**src/design/binary_arithmetic_encoder_defines.svh**
```systemverilog
// ----------------------------------------------------------------------------
// Binary arithmetic encoder assertion macros
// Shorthand for clocked implication checks used by the top level.
// ----------------------------------------------------------------------------
`ifndef BINARY_ARITHMETIC_ENCODER_DEFINES_SVH
`define BINARY_ARITHMETIC_ENCODER_DEFINES_SVH

// Same-cycle implication, disabled during reset
`define BAE_ASSERT_SAME(label, clk, rst, ante, cons, msg) \
   label: assert property (@(posedge clk) disable iff (rst) (ante) |-> (cons)) \
      else $error(msg);

// Next-cycle implication, disabled during reset
`define BAE_ASSERT_NEXT(label, clk, rst, ante, cons, msg) \
   label: assert property (@(posedge clk) disable iff (rst) (ante) |=> (cons)) \
      else $error(msg);

`endif

```
**src/design/bae_pkg.sv**
```systemverilog
// ----------------------------------------------------------------------------
// bae_pkg
// Types, codes and constants shared by the binary arithmetic encoder modules.
// ----------------------------------------------------------------------------
package bae_pkg;

   localparam int COUNT_BITS_DEF   = 16;
   localparam int PENDING_BITS_DEF = 16;
   localparam int RANGE_SHIFT      = 31;
   localparam int MAX_RESULTS      = 20;
   localparam int IDX_W            = $clog2(MAX_RESULTS + 1);

   localparam logic [31:0] RANGE_RESET = 32'h8000_0000;
   localparam logic [31:0] FIN_MASK0   = 32'h7FFF_FFFF;
   localparam logic [31:0] FIN_MASK1   = 32'h3FFF_FFFF;
   localparam logic [15:0] LEN_MAX     = 16'hFFFF;

   // Error codes
   localparam logic [2:0] ERR_NONE     = 3'd0;
   localparam logic [2:0] ERR_COUNTS   = 3'd1;
   localparam logic [2:0] ERR_SPLIT    = 3'd2;
   localparam logic [2:0] ERR_CARRY    = 3'd3;
   localparam logic [2:0] ERR_PENDING  = 3'd4;
   localparam logic [2:0] ERR_FINALIZE = 3'd5;

   // Command field of an input transaction
   localparam logic CMD_ENCODE   = 1'b0;
   localparam logic CMD_FINALIZE = 1'b1;

   typedef struct packed {
      logic        cmd;
      logic        symbol_bit;
      logic [15:0] count_zero;
      logic [15:0] count_one;
   } req_type;

   typedef struct packed {
      logic        lead_valid;
      logic        lead_bit;
      logic        run_bit;
      logic [15:0] run_length;
      logic        last;
      logic [2:0]  error;
   } rsp_type;

   typedef enum logic [3:0] {
      ST_IDLE,
      ST_CHECK,
      ST_DIV,
      ST_APPLY,
      ST_RENORM,
      ST_FCHK0,
      ST_FCHK1,
      ST_FCARRY,
      ST_FBIT,
      ST_FEMIT,
      ST_COMMIT,
      ST_SEND,
      ST_FAIL
   } ctl_state_type;

   typedef enum logic [3:0] {
      DP_NONE,
      DP_LOAD,
      DP_CHECK,
      DP_DIV,
      DP_APPLY,
      DP_RENORM,
      DP_FCHK0,
      DP_FCHK1,
      DP_FCARRY,
      DP_FBIT,
      DP_FEMIT,
      DP_COMMIT,
      DP_SEND,
      DP_SEND_ERR
   } dp_cmd_type;

   typedef struct packed {
      logic [2:0] err;
      logic       div_done;
      logic       renorm_done;
      logic       fin_more;
      logic       fbit_last;
      logic       out_free;
      logic       send_last;
      logic       buf_empty;
   } dp_status_type;

   // Clamp a pending count to the run length field
   function automatic logic [15:0] sat_len(input logic [31:0] v);
      logic [15:0] r;
      r = (v > 32'(LEN_MAX)) ? LEN_MAX : v[15:0];
      return r;
   endfunction

endpackage

```
**src/design/bae_ctrl.sv**
```systemverilog
// ----------------------------------------------------------------------------
// bae_ctrl
// Sequencer of the encoder: steps the datapath through split, renormalize,
// finalize, commit and result delivery.
// ----------------------------------------------------------------------------
module bae_ctrl
   import bae_pkg::*;
(
   input  logic          clock,
   input  logic          reset,
   input  logic          req_valid,
   input  logic          req_cmd,
   output logic          req_ready,
   input  dp_status_type status,
   output dp_cmd_type    dp_cmd
);

   ctl_state_type state_ff, state_in;

   // State register
   always_ff @(posedge clock) begin
      if (reset) begin
         state_ff <= ST_IDLE;
      end else begin
         state_ff <= state_in;
      end
   end

   // Next state
   always_comb begin
      state_in = state_ff;
      unique case (state_ff)
         ST_IDLE: begin
            if (req_valid) begin
               state_in = (req_cmd == CMD_FINALIZE) ? ST_FCHK0 : ST_CHECK;
            end
         end
         ST_CHECK:  state_in = (status.err != ERR_NONE) ? ST_FAIL : ST_DIV;
         ST_DIV:    if (status.div_done) state_in = ST_APPLY;
         ST_APPLY:  state_in = (status.err != ERR_NONE) ? ST_FAIL : ST_RENORM;
         ST_RENORM: begin
            priority if (status.renorm_done) state_in = ST_COMMIT;
            else if (status.err != ERR_NONE) state_in = ST_FAIL;
         end
         ST_FCHK0:  state_in = status.fin_more ? ST_FCHK1 : ST_FCARRY;
         ST_FCHK1:  state_in = (status.err != ERR_NONE) ? ST_FAIL : ST_FCARRY;
         ST_FCARRY: state_in = (status.err != ERR_NONE) ? ST_FAIL : ST_FBIT;
         ST_FBIT: begin
            priority if (status.err != ERR_NONE) state_in = ST_FAIL;
            else if (status.fbit_last) state_in = ST_FEMIT;
         end
         ST_FEMIT:  state_in = (status.err != ERR_NONE) ? ST_FAIL : ST_COMMIT;
         ST_COMMIT: state_in = status.buf_empty ? ST_IDLE : ST_SEND;
         ST_SEND:   if (status.out_free && status.send_last) state_in = ST_IDLE;
         ST_FAIL:   if (status.out_free) state_in = ST_IDLE;
         default:   state_in = ST_IDLE;
      endcase
   end

   // Outputs
   always_comb begin
      dp_cmd    = DP_NONE;
      req_ready = 1'b0;
      unique case (state_ff)
         ST_IDLE: begin
            req_ready = 1'b1;
            if (req_valid) dp_cmd = DP_LOAD;
         end
         ST_CHECK:  dp_cmd = DP_CHECK;
         ST_DIV:    dp_cmd = DP_DIV;
         ST_APPLY:  dp_cmd = DP_APPLY;
         ST_RENORM: if (!status.renorm_done) dp_cmd = DP_RENORM;
         ST_FCHK0:  dp_cmd = DP_FCHK0;
         ST_FCHK1:  dp_cmd = DP_FCHK1;
         ST_FCARRY: dp_cmd = DP_FCARRY;
         ST_FBIT:   dp_cmd = DP_FBIT;
         ST_FEMIT:  dp_cmd = DP_FEMIT;
         ST_COMMIT: dp_cmd = DP_COMMIT;
         ST_SEND:   if (status.out_free) dp_cmd = DP_SEND;
         ST_FAIL:   if (status.out_free) dp_cmd = DP_SEND_ERR;
         default:   dp_cmd = DP_NONE;
      endcase
   end

endmodule

```
**src/design/bae_dpath.sv**
```systemverilog
// ----------------------------------------------------------------------------
// bae_dpath
// Encoder datapath: coder state, serial divider for the range split,
// emission logic, result buffer and output register.
// ----------------------------------------------------------------------------
module bae_dpath
   import bae_pkg::*;
#(
   parameter int COUNT_BITS   = COUNT_BITS_DEF,
   parameter int PENDING_BITS = PENDING_BITS_DEF
)
(
   input  logic          clock,
   input  logic          reset,
   input  dp_cmd_type    dp_cmd,
   input  req_type       req_data,
   output dp_status_type status,
   output logic          rsp_valid,
   input  logic          rsp_ready,
   output rsp_type       rsp_data
);

   localparam int PROD_W = 32 + COUNT_BITS;
   localparam int CNT_W  = $clog2(PROD_W);
   localparam logic [PENDING_BITS-1:0] OP_MAX = {PENDING_BITS{1'b1}};

   // Committed coder state
   logic [31:0]             low_ff, rng_ff;
   logic                    zp_ff;
   logic [PENDING_BITS-1:0] op_ff;
   // Working copy for the transaction in flight
   logic [31:0]             wl_ff, wr_ff;
   logic                    wzp_ff;
   logic [PENDING_BITS-1:0] wop_ff;
   logic [COUNT_BITS-1:0]   c0_ff, c1_ff;
   logic                    bit_ff;
   // Divider
   logic [PROD_W-1:0]       dvd_ff;
   logic [COUNT_BITS:0]     dsr_ff, rem_ff;
   logic [CNT_W-1:0]        cnt_ff;
   // Finalize
   logic [31:0]             ft_ff;
   logic                    fcy_ff, fnb_ff, fi_ff;
   // Result buffer and output
   rsp_type                 buf_mem [MAX_RESULTS];
   logic [IDX_W-1:0]        n_ff, rd_ff;
   logic [2:0]              err_ff;
   logic                    rsp_valid_ff;
   rsp_type                 rsp_data_ff;

   // Emission candidates from the working pending state
   rsp_type                 e0_ent, e1_ent, ent;
   logic                    e0_put, put;
   logic [PENDING_BITS-1:0] op_m1;
   logic                    zp_nx;
   logic [PENDING_BITS-1:0] op_nx;
   logic [2:0]              step_err;
   logic [32:0]             sum_lo;
   logic [31:0]             q, fin_t, fin_d;
   logic [COUNT_BITS+1:0]   trial;
   logic                    fin_cond;
   logic [31:0]             fin_m;

   // Mark a buffered emission as the last of its transaction
   function automatic rsp_type mark_last(input rsp_type e, input logic l);
      rsp_type r;
      r      = e;
      r.last = l;
      return r;
   endfunction

   assign op_m1 = wop_ff - PENDING_BITS'(1);

   always_comb begin
      e0_ent            = '0;
      e0_ent.lead_valid = wzp_ff;
      e0_ent.run_bit    = 1'b1;
      e0_ent.run_length = sat_len(32'(wop_ff));
      e0_put            = wzp_ff || (wop_ff != '0);
      e1_ent            = '0;
      e1_ent.lead_valid = 1'b1;
      e1_ent.lead_bit   = 1'b1;
      e1_ent.run_length = (wop_ff > PENDING_BITS'(1)) ? sat_len(32'(op_m1)) : '0;
   end

   // Finalize tolerance check for the current mask
   assign fin_m    = (dp_cmd == DP_FCHK1) ? FIN_MASK1 : FIN_MASK0;
   assign fin_t    = wl_ff + fin_m;
   assign fin_d    = (fin_t | fin_m) - wl_ff;
   assign fin_cond = fin_d >= wr_ff;

   assign q      = dvd_ff[31:0];
   assign sum_lo = {1'b0, wl_ff} + {1'b0, q};
   assign trial  = {rem_ff, dvd_ff[PROD_W-1]} - {1'b0, dsr_ff};

   // Pick the pending update and error for this step
   always_comb begin
      step_err = ERR_NONE;
      put      = 1'b0;
      ent      = e0_ent;
      zp_nx    = wzp_ff;
      op_nx    = wop_ff;
      unique case (dp_cmd)
         DP_CHECK: begin
            if (c0_ff == '0 || c1_ff == '0) step_err = ERR_COUNTS;
         end
         DP_APPLY: begin
            priority if (q == '0 || q >= wr_ff) begin
               step_err = ERR_SPLIT;
            end else if (!bit_ff && sum_lo[32]) begin
               if (!wzp_ff) step_err = ERR_CARRY;
               put   = 1'b1;
               ent   = e1_ent;
               zp_nx = wop_ff != '0;
               op_nx = '0;
            end
         end
         DP_FCHK1: begin
            if (fin_cond) step_err = ERR_FINALIZE;
         end
         DP_FCARRY: begin
            if (fcy_ff) begin
               if (!wzp_ff) step_err = ERR_CARRY;
               put   = 1'b1;
               ent   = e1_ent;
               zp_nx = wop_ff != '0;
               op_nx = '0;
            end
         end
         DP_RENORM, DP_FBIT: begin
            if ((dp_cmd == DP_RENORM) ? wl_ff[RANGE_SHIFT]
                                      : ft_ff[RANGE_SHIFT - 32'(fi_ff)]) begin
               if (wop_ff == OP_MAX) step_err = ERR_PENDING;
               op_nx = wop_ff + PENDING_BITS'(1);
            end else begin
               put   = e0_put;
               zp_nx = 1'b1;
               op_nx = '0;
            end
         end
         DP_FEMIT: begin
            put   = e0_put;
            zp_nx = 1'b1;
            op_nx = '0;
         end
         default: begin
            step_err = ERR_NONE;
         end
      endcase
   end

   // Coder state, divider and finalize registers
   always_ff @(posedge clock) begin
      if (reset) begin
         low_ff <= '0;
         rng_ff <= RANGE_RESET;
         zp_ff  <= 1'b0;
         op_ff  <= '0;
         n_ff   <= '0;
         rd_ff  <= '0;
         err_ff <= ERR_NONE;
      end else begin
         if (step_err != ERR_NONE) err_ff <= step_err;
         if (step_err == ERR_NONE && dp_cmd != DP_LOAD) begin
            wzp_ff <= zp_nx;
            wop_ff <= op_nx;
            if (put && n_ff < IDX_W'(MAX_RESULTS)) begin
               buf_mem[n_ff] <= ent;
               n_ff          <= n_ff + IDX_W'(1);
            end
         end
         unique case (dp_cmd)
            DP_LOAD: begin
               wl_ff  <= low_ff;
               wr_ff  <= rng_ff;
               wzp_ff <= zp_ff;
               wop_ff <= op_ff;
               c0_ff  <= COUNT_BITS'(32'(req_data.count_zero));
               c1_ff  <= COUNT_BITS'(32'(req_data.count_one));
               bit_ff <= req_data.symbol_bit;
               n_ff   <= '0;
               rd_ff  <= '0;
               err_ff <= ERR_NONE;
            end
            DP_CHECK: begin
               dvd_ff <= PROD_W'(wr_ff) * PROD_W'(c1_ff);
               dsr_ff <= {1'b0, c0_ff} + {1'b0, c1_ff};
               rem_ff <= '0;
               cnt_ff <= '0;
            end
            DP_DIV: begin
               // Restoring step: one quotient bit per cycle
               if (!trial[COUNT_BITS+1]) begin
                  rem_ff <= trial[COUNT_BITS:0];
                  dvd_ff <= {dvd_ff[PROD_W-2:0], 1'b1};
               end else begin
                  rem_ff <= {rem_ff[COUNT_BITS-1:0], dvd_ff[PROD_W-1]};
                  dvd_ff <= {dvd_ff[PROD_W-2:0], 1'b0};
               end
               cnt_ff <= cnt_ff + CNT_W'(1);
            end
            DP_APPLY: begin
               if (bit_ff) begin
                  wr_ff <= q;
               end else begin
                  wr_ff <= wr_ff - q;
                  wl_ff <= sum_lo[31:0];
               end
            end
            DP_RENORM: begin
               wl_ff <= {wl_ff[30:0], 1'b0};
               wr_ff <= {wr_ff[30:0], 1'b0};
            end
            DP_FCHK0, DP_FCHK1: begin
               ft_ff  <= fin_t;
               fcy_ff <= fin_m > ~wl_ff;
               fnb_ff <= dp_cmd == DP_FCHK1;
               fi_ff  <= 1'b0;
            end
            DP_FBIT: fi_ff <= 1'b1;
            DP_COMMIT: begin
               low_ff <= wl_ff;
               rng_ff <= wr_ff;
               zp_ff  <= wzp_ff;
               op_ff  <= wop_ff;
            end
            DP_SEND: rd_ff <= rd_ff + IDX_W'(1);
            default: begin
               rd_ff <= rd_ff;
            end
         endcase
      end
   end

   // Output register
   always_ff @(posedge clock) begin
      if (reset) begin
         rsp_valid_ff <= 1'b0;
      end else begin
         priority if (dp_cmd == DP_SEND) begin
            rsp_valid_ff <= 1'b1;
            rsp_data_ff  <= mark_last(buf_mem[rd_ff], rd_ff == n_ff - IDX_W'(1));
         end else if (dp_cmd == DP_SEND_ERR) begin
            rsp_valid_ff <= 1'b1;
            rsp_data_ff  <= '{last: 1'b1, error: err_ff, default: '0};
         end else if (rsp_ready) begin
            rsp_valid_ff <= 1'b0;
         end
      end
   end

   assign rsp_valid = rsp_valid_ff;
   assign rsp_data  = rsp_data_ff;

   always_comb begin
      status             = '0;
      status.err         = step_err;
      status.div_done    = cnt_ff == CNT_W'(PROD_W - 1);
      status.renorm_done = wr_ff[RANGE_SHIFT];
      status.fin_more    = fin_cond;
      status.fbit_last   = fi_ff == fnb_ff;
      status.out_free    = !rsp_valid_ff || rsp_ready;
      status.send_last   = rd_ff == n_ff - IDX_W'(1);
      status.buf_empty   = n_ff == '0;
   end

endmodule

```
**src/design/binary_arithmetic_encoder.sv**
```systemverilog
// ----------------------------------------------------------------------------
// binary_arithmetic_encoder
// Top level: binary arithmetic encoder with 32-bit low and range.
// ----------------------------------------------------------------------------
// One transaction at a time. An encode loads the request, checks the counts,
// forms the split (one multiply, then a restoring divider giving one quotient
// bit a cycle), applies it, renormalizes by shifting low and range left until
// range bit 31 is set, commits, and delivers each result while the output is
// free. A finalize runs one or two tolerance checks, a carry step, one or two
// bit steps, a flush and a commit. Results of a transaction are buffered and
// released only after the whole transaction succeeds; an error yields a single
// result with last set and state unchanged.
`include "binary_arithmetic_encoder_defines.svh"

module binary_arithmetic_encoder
   import bae_pkg::*;
#(
   parameter int COUNT_BITS   = COUNT_BITS_DEF,
   parameter int PENDING_BITS = PENDING_BITS_DEF
)
(
   input  logic    clock,
   input  logic    reset,
   input  logic    req_valid,
   output logic    req_ready,
   input  req_type req_data,
   output logic    rsp_valid,
   input  logic    rsp_ready,
   output rsp_type rsp_data
);

   dp_cmd_type    dp_cmd;
   dp_status_type status;

   // Sequencer
   bae_ctrl u_ctrl (
      .clock     (clock),
      .reset     (reset),
      .req_valid (req_valid),
      .req_cmd   (req_data.cmd),
      .req_ready (req_ready),
      .status    (status),
      .dp_cmd    (dp_cmd)
   );

   // Datapath
   bae_dpath #(
      .COUNT_BITS   (COUNT_BITS),
      .PENDING_BITS (PENDING_BITS)
   ) u_dpath (
      .clock     (clock),
      .reset     (reset),
      .dp_cmd    (dp_cmd),
      .req_data  (req_data),
      .status    (status),
      .rsp_valid (rsp_valid),
      .rsp_ready (rsp_ready),
      .rsp_data  (rsp_data)
   );

   // Checks
   `BAE_ASSERT_SAME(a_err_last, clock, reset, rsp_valid && rsp_data.error != ERR_NONE, rsp_data.last, "error result without last")
   `BAE_ASSERT_SAME(a_err_clean, clock, reset, rsp_valid && rsp_data.error != ERR_NONE, !rsp_data.lead_valid && rsp_data.run_length == '0, "error result carries payload")
   `BAE_ASSERT_NEXT(a_one_at_time, clock, reset, req_valid && req_ready, !req_ready, "second transaction taken while busy")

endmodule

```
**config.mk**
```make
export PLATFORM = sky130hd
export DESIGN_NAME = binary_arithmetic_encoder
export DESIGN_NICKNAME = d
export VERILOG_FILES = /design/src/design/bae_pkg.sv /design/src/design/bae_ctrl.sv /design/src/design/bae_dpath.sv /design/src/design/binary_arithmetic_encoder.sv
export VERILOG_INCLUDE_DIRS = /design/src /design/src/design
export SDC_FILE = /design/constraint.sdc
export NUM_CORES = 2
export LEC_CHECK = 0
export ABC_AREA = 0
export BUFFER_PORTS_ARGS = -buffer_cell sky130_fd_sc_hd__buf_2
export CELL_PAD_IN_SITES_DETAIL_PLACEMENT = 0
export CELL_PAD_IN_SITES_GLOBAL_PLACEMENT = 1
export CORE_MARGIN = 2
export CORE_UTILIZATION = 40
export CTS_CLUSTER_SIZE = 14
export DETAILED_ROUTE_END_ITERATION = 10
export PLACE_DENSITY_LB_ADDON = 0.12
export SLEW_MARGIN = 20
export SYNTH_ARGS = -nofsm -noshare
export SYNTH_HDL_FRONTEND = slang
export SYNTH_SLANG_ARGS = --single-unit
```
**constraint.sdc**
```tcl
create_clock -name clock -period 10.8 [get_ports clock]
set_input_delay 2.16 -clock clock [delete_from_list [all_inputs] [get_ports clock]]
set_output_delay 2.16 -clock clock [all_outputs]
set_load 0.1 [all_outputs]
```
==> results.md <==
* Clock transition at the registers of the reported paths at 0.06 ns
* Buffer count from post-CTS setup fixing at 0
* Overall Global Routing Usage at 0.2291
* P&R area growth vs syn at 10.20%
* CTS Hold Bufs at 0
* Final period util at 0.7048
* Met3 usage at 0.02487
* Via count at between 30000 and 40000
* Mean Syn Cell Area at between 10 and 15 um2
* FMAX at roughly 130 MHz
* Count of state elements after synthesis at a little over 700
* Io pins at 63
* Starting density of the core at 0.4016
* Most common cell after layout, fill and taps aside: nand2_1
* Fin. max-slew vios at 0
* CP Class: reg2reg
* Max_cap viols at 0
* Crit path max fanout at 20
* CTS tree: built
* Slowest-stage cell, CP: edfxtp_1
* Post-synth EDFFs at 610
* Synth unique cells at a little under 90
* Initial drt markers at 2709
* Clock sinks at 714
* First-pass GRT wire length at ~220 mm
* Critical path's top delay family: adder cells
* Final Net Count at around 5300
* Unrepaired setup endpoints after global routing: false
* Met2 usage at 0.3826
* Synth Area in Compound Gates at 0.09460
* Fin Clk Skew at between 0.06 and 0.07 ns
* DP Wirelength at just under 100 mm
* Largest net degree at the start of global routing at 69
* Buffers added on ports at 62
* HP Class: reg2reg
* # setup viols final at 0
* Routed WL at 143.6 mm
* DR WL/cell at ~23 um
* DRC viols at 0
* Htree depth at 3
* WP data required at around 11 ns
* Element type at the critical path start: register
* Layout cells sized above 1 at 0.1018
* Core area at 0.1251 mm2
* Post-Syn Area at around 0.050 mm2
* Met1 Use GR at 0.3069
* Worst path buffer plus inverter count at 3
* Final GP Congestion at ~0.81
* CP endpoint kind: register
* First drt pass iteration count at 7
* Post-cts sizing count at 0
* Status: finished clean
* Vias in the first global route at about 36000
* Clock buffer count from CTS at 83
* Die area at 0.1284 mm2
* CTS Buffer Depth at 3
* Largest family of logic cells by synthesized area: adder cells
* Fin. Hold Viols at 0
* Xor and xnor area share after synthesis at 0.02476
* Cell repeated most along the worst path: fa_1
* Most frequent cells in the layout: nand2_1 (711), edfxtp_1 (610), inv_1 (564), fa_1 (422), a21oi_1 (268)
* Sequential share of the synthesized area at 0.4061
* Antenna Nets Post-Route at 0
* Worst slew margin at 0.2102
* Worst-skew pair later-pin latency at 0.70 ns
* Fin crit period at approximately 7.6 ns
* Syn Inst Count at 4615
* # rows at 130
* Vias per cell at about 5.4
* Worst-margin pin slew at roughly 1.2 ns
* Root Buffer: clkbuf_16
* Die Wd at between 300 and 400 um
* Synth warn at 0
* Die Y at around 360 um
* CP peak stage delay at 1.00 ns
* Mux cell area share after synthesis at 0.05756
* Setup TNS at 0 ns
* Mapped Nets at 5337
* Post-synthesis simple-gate area fraction at 0.1211
* Cells along the critical path: nand2_1 -> fa_1 -> fa_1 -> inv_1 -> fa_1 -> fa_1 -> inv_1 -> fa_1 -> inv_1 -> fa_1 -> ha_1 -> a21o_1 -> a2111oi_4 -> a2111oi_0 -> a31oi_1 -> a21oi_1 -> a211oi_2 -> o21bai_1 -> a31oi_1 -> xor2_1 -> a21oi_1
* Worst Path Arrival at between 7 and 8 ns
* Most used routing layer: met2
* Main synth FF type: edfxtp_1
* Adder-cell area share of the yosys netlist at 0.2334
* Initial antenna violation count at 6
* FFs w/ async S/R, synth at 0
* GRT Residual Overflow at 0
-- path summary, 6_finish.rpt --
kind,start,slack [ns],end,cells after the start
max,u_dpath.wr_ff[10]$_DFFE_PP_,3.19,u_dpath.dvd_ff[45]$_DFFE_PP_,21
min,u_dpath.rng_ff[16]$_SDFFE_PP0N_,0.45,u_dpath.rng_ff[16]$_SDFFE_PP0N_,2
max reg2reg,u_dpath.wr_ff[10]$_DFFE_PP_,3.19,u_dpath.dvd_ff[45]$_DFFE_PP_,21
min reg2reg,u_dpath.rng_ff[16]$_SDFFE_PP0N_,0.45,u_dpath.rng_ff[16]$_SDFFE_PP0N_,2
-- final cells by class --
type | instances | area, um2
Timing Repair Buffer | 162 | 1064
Sequential cell | 714 | 20410
Inverter | 565 | 2121
Fill cell | 11850 | 69730
Clock inverter | 45 | 555.5
Multi-Input combinational cell | 3084 | 26920
Tap cell | 1650 | 2064
Antenna cell | 4 | 10.01
Clock buffer | 104 | 2207
-- metrics by stage --
step / area, um2 / setup WS (ns) / cells / hold WS (ns) / util
3_3_place_gp: 52580 / 3.235 / 6175 / 0.4424 / 0.4204
2_1_floorplan: 50230 / 0.8299 / 4615 / 0.4309 / -
6_report: 55360 / 3.188 / 6328 / 0.4545 / 0.4426
5_1_grt: 55350 / 2.647 / 6325 / 0.4710 / 0.4425
3_5_place_dp: 52580 / 3.218 / 6175 / 0.4466 / 0.4204
4_1_cts: 55350 / 3.146 / 6324 / 0.4547 / 0.4425
-- layer usage --
metal  part of all wire  vias up
met5           0.000070        -
met3              0.038      230
met4              0.038        2
met1               0.44    17280
li1                   -    15780
met2               0.48      728
-- cells by family after synthesis --
kind of cell,Yosys count
AND/OR/NAND/NOR,1343
buffers and inverters,817
AO/OA/AOI/OAI,769
flip-flops,714
adder cells (fa/ha/maj),684
multiplexers,146
XOR/XNOR,142
-- sequential cells by signal, summed over array words and instances, names as in the netlist, 4 cells and up, named ones only --
register,count
u_dpath.wr_ff,32
u_dpath.c0_ff,16
u_dpath.dvd_ff,48
u_dpath.cnt_ff,6
u_dpath.n_ff,5
u_dpath.rd_ff,5
u_dpath.rsp_data,23
u_dpath.low_ff,32
u_ctrl.state_ff,4
u_dpath.wl_ff,32
u_dpath.dsr_ff,17
u_dpath.wop_ff,16
u_dpath.rem_ff,17
u_dpath.buf_mem,380
u_dpath.op_ff,16
u_dpath.c1_ff,16
u_dpath.rng_ff,32
-- worst reg2reg max path, stage by stage, from the launching register on --
cell and delay (ns):
edfxtp_1 1.00, nand2_1 0.16, fa_1 0.49, fa_1 0.51
inv_1 0.05, fa_1 0.50, fa_1 0.56, inv_1 0.06
fa_1 0.56, inv_1 0.06, fa_1 0.48, ha_1 0.38
a21o_1 0.25, a2111oi_4 0.37, a2111oi_0 0.16, a31oi_1 0.26
a21oi_1 0.21, a211oi_2 0.48, o21bai_1 0.21, a31oi_1 0.23
xor2_1 0.17, a21oi_1 0.09
-- cell usage after synthesis (all sizes together) (12+ instances only) --
| cell | n | area (um2) |
|---|---|---|
| dfxtp | 104 | 2082 |
| nand4 | 25 | 156.4 |
| and3 | 22 | 137.6 |
| a21oi | 273 | 1389 |
| mux2i | 29 | 290.3 |
| a21o | 67 | 503.0 |
| xnor2 | 81 | 709.4 |
| nor4 | 37 | 261.5 |
| a31oi | 21 | 131.4 |
| xor2 | 61 | 534.3 |
| nand3 | 56 | 280.3 |
| a22oi | 45 | 337.8 |
| o21ai | 196 | 980.9 |
| o211ai | 12 | 90.09 |
| mux4 | 114 | 2567 |
| o21a | 23 | 172.7 |
| and2 | 142 | 888.4 |
| a222oi | 12 | 120.1 |
| ha | 262 | 3278 |
| o31ai | 17 | 132.6 |
| nor2 | 201 | 759.5 |
| clkbuf | 217 | 814.5 |
| nor3 | 46 | 235.2 |
| inv | 564 | 2117 |
| buf | 35 | 200.2 |
| nor2b | 20 | 125.1 |
| nand2b | 29 | 191.4 |
| a211oi | 24 | 185.2 |
| nand2 | 714 | 2680 |
| fa | 422 | 8448 |
| or3 | 17 | 106.4 |
| edfxtp | 610 | 18320 |
Power is not shown: default switching activity piles up to over one toggle a cycle in this logic, so the estimate is an artifact.
